**config.mk**
```make
export PLATFORM = sky130hd
export DESIGN_NAME = numeric_literal_lexer_top
export DESIGN_NICKNAME = d
export VERILOG_FILES = /design/src/rtl/core/nll_pkg.sv /design/src/rtl/core/nll_mac10.sv /design/src/rtl/core/numeric_literal_lexer_top.sv
export SDC_FILE = /design/constraint.sdc
export NUM_CORES = 1
export LEC_CHECK = 0
export BUFFER_PORTS_ARGS = -buffer_cell sky130_fd_sc_hd__buf_2
export CAP_MARGIN = 20
export CORE_AREA = 3 3 248 250
export CTS_CLUSTER_DIAMETER = 50
export CTS_CLUSTER_SIZE = 40
export DETAILED_ROUTE_END_ITERATION = 12
export DIE_AREA = 0 0 251 253
export GPL_ROUTABILITY_DRIVEN = 0
export SLEW_MARGIN = 20
export SYNTH_ARGS = -nofsm -noshare
export SYNTH_HDL_FRONTEND = slang
export SYNTH_SLANG_ARGS = --single-unit
```
**constraint.sdc**
```tcl
create_clock -name clk_i -period 10.56 [get_ports clk_i]
set_input_delay 0 -clock clk_i [delete_from_list [all_inputs] [get_ports clk_i]]
set_output_delay 0 -clock clk_i [all_outputs]
set_load 0.05 [all_outputs]
```
**src/rtl/core/nll_pkg.sv**
```systemverilog
// ----------------------------------------------------------------------------
// nll_pkg: shared types and tables of the numeric literal lexer
// Scan state encoding, character classes, token class codes, the
// transition table and the character classifier.
// ----------------------------------------------------------------------------
package nll_pkg;

  // Default field widths
  localparam int unsigned INT_BITS_DEF  = 32;
  localparam int unsigned MANT_BITS_DEF = 64;
  localparam int unsigned FRAC_BITS_DEF = 8;
  localparam int unsigned EXP_BITS_DEF  = 16;

  // Character codes of interest
  localparam logic [7:0] CH_ZERO  = 8'h30;
  localparam logic [7:0] CH_NINE  = 8'h39;
  localparam logic [7:0] CH_E_LO  = 8'h65;
  localparam logic [7:0] CH_E_UP  = 8'h45;
  localparam logic [7:0] CH_DOT   = 8'h2e;
  localparam logic [7:0] CH_PLUS  = 8'h2b;
  localparam logic [7:0] CH_MINUS = 8'h2d;
  localparam logic [7:0] CH_USCORE = 8'h5f;

  // Scanner states, one-hot
  typedef enum logic [9:0] {
    ST_REJ   = 10'b00_0000_0001,  // rejected, held until restart
    ST_INIT  = 10'b00_0000_0010,  // token start
    ST_SIGN  = 10'b00_0000_0100,  // leading sign seen
    ST_INT   = 10'b00_0000_1000,  // integer digits
    ST_DOT   = 10'b00_0001_0000,  // dot with no digit before it
    ST_FRAC  = 10'b00_0010_0000,  // fraction
    ST_EXP   = 10'b00_0100_0000,  // e/E seen
    ST_EPOS  = 10'b00_1000_0000,  // exponent plus
    ST_ENEG  = 10'b01_0000_0000,  // exponent minus
    ST_EDIG  = 10'b10_0000_0000   // exponent digits
  } scan_state_e;

  typedef enum logic [2:0] {
    CC_OTHER  = 3'd0,
    CC_DIGIT  = 3'd1,
    CC_EXP    = 3'd2,
    CC_DOT    = 3'd3,
    CC_PLUS   = 3'd4,
    CC_MINUS  = 3'd5,
    CC_USCORE = 3'd6
  } char_class_e;

  typedef enum logic [2:0] {
    TC_INCOMPLETE = 3'd0,
    TC_INTEGER    = 3'd1,
    TC_FLOAT      = 3'd2,
    TC_FLOAT_EXP  = 3'd3,
    TC_REJECTED   = 3'd4
  } token_class_e;

  function automatic char_class_e nll_classify(logic [7:0] ch);
    char_class_e cc;
    if (ch >= CH_ZERO && ch <= CH_NINE)        cc = CC_DIGIT;
    else if (ch == CH_E_LO || ch == CH_E_UP)   cc = CC_EXP;
    else if (ch == CH_DOT)                     cc = CC_DOT;
    else if (ch == CH_PLUS)                    cc = CC_PLUS;
    else if (ch == CH_MINUS)                   cc = CC_MINUS;
    else if (ch == CH_USCORE)                  cc = CC_USCORE;
    else                                       cc = CC_OTHER;
    return cc;
  endfunction

  // Transition table; anything without an entry rejects
  function automatic scan_state_e nll_next(scan_state_e st, char_class_e cc);
    scan_state_e nx;
    nx = ST_REJ;
    case (st)
      ST_INIT: begin
        case (cc)
          CC_DIGIT:           nx = ST_INT;
          CC_DOT:             nx = ST_DOT;
          CC_PLUS, CC_MINUS:  nx = ST_SIGN;
          default:            nx = ST_REJ;
        endcase
      end
      ST_SIGN: begin
        case (cc)
          CC_DIGIT: nx = ST_INT;
          CC_DOT:   nx = ST_DOT;
          default:  nx = ST_REJ;
        endcase
      end
      ST_INT: begin
        case (cc)
          CC_DIGIT, CC_USCORE: nx = ST_INT;
          CC_EXP:              nx = ST_EXP;
          CC_DOT:              nx = ST_FRAC;
          default:             nx = ST_REJ;
        endcase
      end
      ST_DOT: begin
        case (cc)
          CC_DIGIT: nx = ST_FRAC;
          default:  nx = ST_REJ;
        endcase
      end
      ST_FRAC: begin
        case (cc)
          CC_DIGIT, CC_USCORE: nx = ST_FRAC;
          CC_EXP:              nx = ST_EXP;
          default:             nx = ST_REJ;
        endcase
      end
      ST_EXP: begin
        case (cc)
          CC_DIGIT: nx = ST_EDIG;
          CC_PLUS:  nx = ST_EPOS;
          CC_MINUS: nx = ST_ENEG;
          default:  nx = ST_REJ;
        endcase
      end
      ST_EPOS, ST_ENEG: begin
        case (cc)
          CC_DIGIT: nx = ST_EDIG;
          default:  nx = ST_REJ;
        endcase
      end
      ST_EDIG: begin
        case (cc)
          CC_DIGIT, CC_USCORE: nx = ST_EDIG;
          default:             nx = ST_REJ;
        endcase
      end
      default: nx = ST_REJ;
    endcase
    return nx;
  endfunction

  function automatic token_class_e nll_token_class(scan_state_e st);
    token_class_e tc;
    case (st)
      ST_REJ:  tc = TC_REJECTED;
      ST_INT:  tc = TC_INTEGER;
      ST_FRAC: tc = TC_FLOAT;
      ST_EDIG: tc = TC_FLOAT_EXP;
      default: tc = TC_INCOMPLETE;
    endcase
    return tc;
  endfunction

endpackage

```
**src/rtl/core/nll_mac10.sv**
```systemverilog
// ----------------------------------------------------------------------------
// nll_mac10: multiply-by-ten and add one decimal digit
// Shift-add form; carry_o flags a result that does not fit in W bits.
// ----------------------------------------------------------------------------
module nll_mac10 #(
  parameter int unsigned W = 32
) (
  input  logic [W-1:0] acc_i,
  input  logic [3:0]   digit_i,
  output logic [W-1:0] sum_o,
  output logic         carry_o
);

  localparam int unsigned WX = W + 4;

  logic [WX-1:0] acc_x;
  logic [WX-1:0] wide;

  // acc * 10 + d = (acc << 3) + (acc << 1) + d, never exceeds 16 * 2^W
  assign acc_x   = {4'b0000, acc_i};
  assign wide    = (acc_x << 3) + (acc_x << 1) + WX'(digit_i);
  assign sum_o   = wide[W-1:0];
  assign carry_o = |wide[WX-1:W];

endmodule

```
**src/rtl/core/numeric_literal_lexer_top.sv**
```systemverilog
// ----------------------------------------------------------------------------
// numeric_literal_lexer_top: character-at-a-time numeric literal scanner
//
//   channel | signals                         | dir | beat
//   --------+---------------------------------+-----+---------------------------
//   in      | in_valid_i/in_ready_o           | in  | ch_i, start_req_i
//   out     | out_valid_o/out_ready_i         | out | token class and values
//
// One beat per cycle while the output is not stalled; a character is captured in
// the input register, then its result in the state registers that drive the output.
// The cycle is set by one pass from the input register: restart clear, table step
// and three parallel multiply-by-ten adders (widest MantBits); mantissa and exponent saturate.
// Reset puts the scanner in the token start state with all values cleared.
// A stalled output holds the state registers; the input register still takes
// one more beat, then in_ready_o drops.
// ----------------------------------------------------------------------------
module numeric_literal_lexer_top #(
  parameter int unsigned IntBits  = nll_pkg::INT_BITS_DEF,
  parameter int unsigned MantBits = nll_pkg::MANT_BITS_DEF,
  parameter int unsigned FracBits = nll_pkg::FRAC_BITS_DEF,
  parameter int unsigned ExpBits  = nll_pkg::EXP_BITS_DEF
) (
  input  logic                clk_i,
  input  logic                rst_ni,
  input  logic                in_valid_i,
  output logic                in_ready_o,
  input  logic [7:0]          ch_i,
  input  logic                start_req_i,
  output logic                out_valid_o,
  input  logic                out_ready_i,
  output logic [2:0]          token_class_o,
  output logic                mant_negative_o,
  output logic [IntBits-1:0]  int_value_o,
  output logic                int_overflow_o,
  output logic [MantBits-1:0] dec_mantissa_o,
  output logic [FracBits-1:0] frac_digits_o,
  output logic                exp_negative_o,
  output logic [ExpBits-1:0]  exp_value_o
);

  import nll_pkg::*;

  // Input register
  logic       in_vld_q;
  logic [7:0] ch_q;
  logic       start_q;
  logic       out_vld_q;
  logic       advance;
  logic       fire;

  assign advance    = !out_vld_q || out_ready_i;
  assign fire       = in_vld_q && advance;
  assign in_ready_o = !in_vld_q || advance;

  always_ff @(posedge clk_i or negedge rst_ni) begin
    if (!rst_ni) begin
      in_vld_q <= 1'b0;
    end else if (in_valid_i && in_ready_o) begin
      in_vld_q <= 1'b1;
    end else if (fire) begin
      in_vld_q <= 1'b0;
    end
  end

  always_ff @(posedge clk_i) begin
    if (in_valid_i && in_ready_o) begin
      ch_q    <= ch_i;
      start_q <= start_req_i;
    end
  end

  // Scanner state, doubling as the result register
  scan_state_e         st_q, st_d, st_cur;
  logic                neg_q, neg_d, neg_cur;
  logic [IntBits-1:0]  int_q, int_d, int_cur;
  logic                ovf_q, ovf_d, ovf_cur;
  logic [MantBits-1:0] dec_q, dec_d, dec_cur;
  logic [FracBits-1:0] frac_q, frac_d, frac_cur;
  logic                eneg_q, eneg_d, eneg_cur;
  logic [ExpBits-1:0]  exp_q, exp_d, exp_cur;

  // Restart clears everything before the character is consumed
  assign st_cur   = start_q ? ST_INIT : st_q;
  assign neg_cur  = start_q ? 1'b0 : neg_q;
  assign int_cur  = start_q ? '0 : int_q;
  assign ovf_cur  = start_q ? 1'b0 : ovf_q;
  assign dec_cur  = start_q ? '0 : dec_q;
  assign frac_cur = start_q ? '0 : frac_q;
  assign eneg_cur = start_q ? 1'b0 : eneg_q;
  assign exp_cur  = start_q ? '0 : exp_q;

  char_class_e cls;
  scan_state_e nxt;
  logic        is_digit;
  logic [3:0]  digit;

  assign cls      = nll_classify(ch_q);
  assign nxt      = nll_next(st_cur, cls);
  assign is_digit = (cls == CC_DIGIT);
  assign digit    = is_digit ? ch_q[3:0] : 4'd0;

  // Digit accumulators
  logic [IntBits-1:0]  int_sum;
  logic                int_carry;
  logic [MantBits-1:0] dec_sum;
  logic                dec_carry;
  logic [ExpBits-1:0]  exp_sum;
  logic                exp_carry;

  nll_mac10 #(.W(IntBits)) u_int_mac (
    .acc_i   (int_cur),
    .digit_i (digit),
    .sum_o   (int_sum),
    .carry_o (int_carry)
  );

  nll_mac10 #(.W(MantBits)) u_dec_mac (
    .acc_i   (dec_cur),
    .digit_i (digit),
    .sum_o   (dec_sum),
    .carry_o (dec_carry)
  );

  nll_mac10 #(.W(ExpBits)) u_exp_mac (
    .acc_i   (exp_cur),
    .digit_i (digit),
    .sum_o   (exp_sum),
    .carry_o (exp_carry)
  );

  // Update the accumulator that the entered state owns
  always_comb begin
    st_d   = nxt;
    neg_d  = neg_cur;
    int_d  = int_cur;
    ovf_d  = ovf_cur;
    dec_d  = dec_cur;
    frac_d = frac_cur;
    eneg_d = eneg_cur;
    exp_d  = exp_cur;
    case (nxt)
      ST_SIGN: begin
        if (cls == CC_MINUS) neg_d = 1'b1;
      end
      ST_INT: begin
        if (is_digit) begin
          int_d = int_sum;
          ovf_d = ovf_cur || int_carry;
          dec_d = dec_carry ? '1 : dec_sum;
        end
      end
      ST_FRAC: begin
        // the dot that ends the integer part adds no digit
        if (st_cur != ST_INT && is_digit) begin
          dec_d = dec_carry ? '1 : dec_sum;
          if (frac_cur != '1) frac_d = frac_cur + 1'b1;
        end
      end
      ST_EXP: begin
        exp_d  = '0;
        eneg_d = 1'b0;
      end
      ST_ENEG: begin
        eneg_d = 1'b1;
      end
      ST_EDIG: begin
        if (is_digit) exp_d = exp_carry ? '1 : exp_sum;
      end
      default: ;
    endcase
  end

  always_ff @(posedge clk_i or negedge rst_ni) begin
    if (!rst_ni) begin
      st_q   <= ST_INIT;
      neg_q  <= 1'b0;
      int_q  <= '0;
      ovf_q  <= 1'b0;
      dec_q  <= '0;
      frac_q <= '0;
      eneg_q <= 1'b0;
      exp_q  <= '0;
    end else if (fire) begin
      st_q   <= st_d;
      neg_q  <= neg_d;
      int_q  <= int_d;
      ovf_q  <= ovf_d;
      dec_q  <= dec_d;
      frac_q <= frac_d;
      eneg_q <= eneg_d;
      exp_q  <= exp_d;
    end
  end

  // Output beat valid
  always_ff @(posedge clk_i or negedge rst_ni) begin
    if (!rst_ni) begin
      out_vld_q <= 1'b0;
    end else if (fire) begin
      out_vld_q <= 1'b1;
    end else if (out_ready_i) begin
      out_vld_q <= 1'b0;
    end
  end

  assign out_valid_o     = out_vld_q;
  assign token_class_o   = nll_token_class(st_q);
  assign mant_negative_o = neg_q;
  assign int_value_o     = int_q;
  assign int_overflow_o  = ovf_q;
  assign dec_mantissa_o  = dec_q;
  assign frac_digits_o   = frac_q;
  assign exp_negative_o  = eneg_q;
  assign exp_value_o     = exp_q;

endmodule
```
==> metrics.yaml <==
status:
  status: "complete, no violations"
synth:
  yosysWarnings: 0
  avgSynthCellArea_um2: 8.417
  synthArstFlopShare_pct: 93.75
  synth_cell_types: 89
  syn-num-nets: 2002
  synthTopCellsByArea: "dfrtp_1 (23%), ha_1 (19%), nor2b_1 (5.3%)"
  seq_area_frac_synth_pct: 24.60
  syn_inst: 1763
  synth-edff-count: 9
  yosysTopAreaCellShare_pct: 22.60
  synth_top_cell_by_area: "dfrtp_1"
  syn_area_um2: 14840
  ys_ff_latch: 144
  synth_flop_cell: "dfrtp_1"
cells_and_area:
  fin_nets: 2106
  fin_util_pct: 28.76
  stdcell_area_um2: 17040
  area_growth_pct: 14.81
  layout-drive-gt1-share_pct: 11.91
worst_setup_path:
  critPathMaxFanout: 88
  r2r_cells: 15
  end_kind: "flop"
  timing.reg2reg.setup_slack_ps: 4690
  crit_required_ps: 10890
  reg2reg_from: "start_q"
  r2r_end: "dec_mantissa_o[40]"
  crit_type: "flop to flop"
  cp.arrival_ps: 6190
  cp-start-kind: "flop"
route:
  ant_nets: 0
  num_vias: 14080
  first_iter_violations: 968
  wirelength_mm: 47.84
  met2_length_mm: 21.36
  wl_per_cell_um: 18.02
  drc: 0
  top_layer_used: "met4"
  via_per_inst: 5.305
  wl_met3_mm: 3.047
  dr.pass1.iters: 5
  wl_met1_mm: 22.21
power:
  p_clk_share_pct: 50.0
  vdd_drop_max_mv: 0.1093
  p_int_mw: 0.9687
  comb_power_share_pct: 6.8
  power_switching_mw: 0.3458
  p_seq_share_pct: 43.2
  power_leakage_nw: 8.442
  p_sw_share_pct: 26.31
  power_density_nw_per_um2: 77.16
timing:
  fmax_mhz: 170.5
  slew_violations: 0
  fin_crit_sh_pct: 55.54
  min_period_ps: 5865
  setup_viol: 0
  layout_setup_ws_ps: 4695
  tns_ps: 0
  worst_pin_slew_ps: 1009
  rsz0062_at_grt: "false"
  hold_viol: 0
  finClkSkew_ps: 15.12
  relSlewSlack_pct: 32.58
floorplanning:
  initial_core_util_pct: 25.05
  die_area_um2: 63500
  die_width_um: 251
  boundaryPins: 141
  die_h_um: 253
  core_um2: 59240
  rows: 89
clock_network:
  numClockSinks: 144
  clkTransAtPathRegs_ps: 70
  htreeDepth: 4
  cts_resized: 0
  postCtsHoldBufs: 13
  cts_made_buffers: 17
  tritoncts: "built"
  clk_path_buf_depth: 2
  clk_latency_ps: 450
  clock-root-buffer: "clkbuf_16"
  postCtsSetupBuffers: 0
placement:
  dpl.hpwl_mm: 37.50
  place_worst_setup_slack_ps: 4741
  port_buffers: 140
  place_area_um2: 16280
global_routing:
  track_usage_pct: 14.94
  grt_max_degree: 89
  grt_pass1_vias: 14040
  gr-total-overflow: 0
  grt_pass1_wl_mm: 76.67
  antenna_found_initial: 2
flow_run:
  cap_violations: 0
worst_hold_path:
  hp-class: "input pin to async pin"
power groups by stage:
stage | logic (mW) | registers, mW | clock network (mW)
floorplan | 0.0437 | 0.581 | 0
global placement | 0.0847 | 0.578 | 0
detailed placement | 0.0864 | 0.578 | 0
CTS | 0.0904 | 0.567 | 0.677
global route | 0.0988 | 0.568 | 0.697
finish | 0.0891 | 0.568 | 0.658
cell usage in the layout, fill, tap and decap left out, types with 17 or more instances in the layout:
master       n
a211oi_1    18
a21o_1      40
a21oi_1    141
a221o_1     42
a31oi_1     25
buf_2      139
clkbuf_16   17
dfrtp_1    134
ha_1       220
inv_1       35
nand2_1    178
nand3_1     29
nand4_1     26
nor2_1      98
nor2b_1    126
nor3_1      40
o211ai_1    39
o21ai_0    141
xnor2_1     52
xor2_1      55
registers in the layout (all words and copies together), names as in the netlist:
| name | cells |
|---|---|
| in_vld_q | 1 |
| int_overflow_o | 1 |
| start_q | 1 |
| dec_mantissa_o | 64 |
| frac_digits_o | 8 |
| ch_q | 8 |
| int_value_o | 32 |
| st_q | 10 |
| exp_value_o | 16 |
| mant_negative_o | 1 |
| exp_negative_o | 1 |
| out_valid_o | 1 |
critical path: stages, from the launching register on:
cell,delay [ps]
edfxtp_1,320
buf_4,740
buf_4,590
nor2b_1,260
ha_1,360
ha_1,460
nand4_4,170
or3_4,440
nor3_4,210
a21boi_2,200
a311oi_2,90
o31ai_2,380
mux2i_1,440
a31oi_4,350
buf_4,350
a221o_1,300
per-stage QoR:
step	hold WS, ps	power, mW	cells
after floorplan	-295.6	0.6250	1763
after global placement	33.18	0.6626	2608
after detailed placement	44.32	0.6644	2608
after CTS	128.1	1.335	2653
after global routing	187.7	1.364	2654
final	109.3	1.315	2654
cells in the mapped netlist, types with 12 or more instances:
| library cell | instances |
|---|---|
| nor2_1 | 100 |
| nor4_1 | 16 |
| ha_1 | 220 |
| nand2b_1 | 12 |
| a21oi_1 | 141 |
| inv_1 | 35 |
| nor2b_1 | 126 |
| xor2_1 | 55 |
| o211ai_1 | 39 |
| o21bai_1 | 12 |
| and3_1 | 14 |
| nand4_1 | 26 |
| o31ai_1 | 13 |
| dfrtp_1 | 134 |
| nand2_1 | 178 |
| o21a_1 | 12 |
| a211oi_1 | 18 |
| clkbuf_1 | 60 |
| xnor2_1 | 52 |
| a221o_1 | 42 |
| a31oi_1 | 25 |
| nor3_1 | 40 |
| a21o_1 | 40 |
| o21ai_0 | 141 |
| nand3_1 | 29 |
| and2_1 | 16 |
cell type report:
class / count / area, um2
multi-input cells: 1505 / 10750
repair buffers: 164 / 923.4
fillers: 6346 / 42200
inverters: 35 / 131.4
clock buffers: 21 / 460.4
diodes: 1 / 2.502
well taps: 773 / 967.2
clock inverters: 11 / 156.4
flip-flops and latches: 144 / 3650
logic make-up (layout without fill, tap and decap cells):
group           Yosys count  after routing  share of synthesized area [%]
simple gates            597            597                          20.57
fa+ha+maj               226            226                          19.36
xor+xnor                107            107                          6.315
other cells               0              1                              0
flops                   144            144                          24.60
mux                       6              6                         0.4132
buf+inv                 114            231                          3.204
compound gates          569            569                          25.55
worst max path at each step:
| stage | endpoint | startpoint | slack, ps |
|---|---|---|---|
| 3_3_place_gp | dec_mantissa_o[55] | start_q | 4960 |
| 3_5_place_dp | dec_mantissa_o[40] | start_q | 4740 |
| 6_report | dec_mantissa_o[40] | start_q | 4690 |
| 5_1_grt | dec_mantissa_o[60] | start_q | 4340 |
| 4_1_cts | dec_mantissa_o[40] | start_q | 4700 |
| 2_1_floorplan | dec_mantissa_o[54] | start_q | 5550 |
metal layers:
| layer | global-route usage (%) | vias to the layer above |
|---|---|---|
| met5 | 0 | - |
| met3 | 3.708 | 67 |
| li1 | - | 6810 |
| met2 | 23.59 | 411 |
| met4 | 4.973 | 0 |
| met1 | 19.98 | 6791 |
Power figures use the tool's default switching activity.
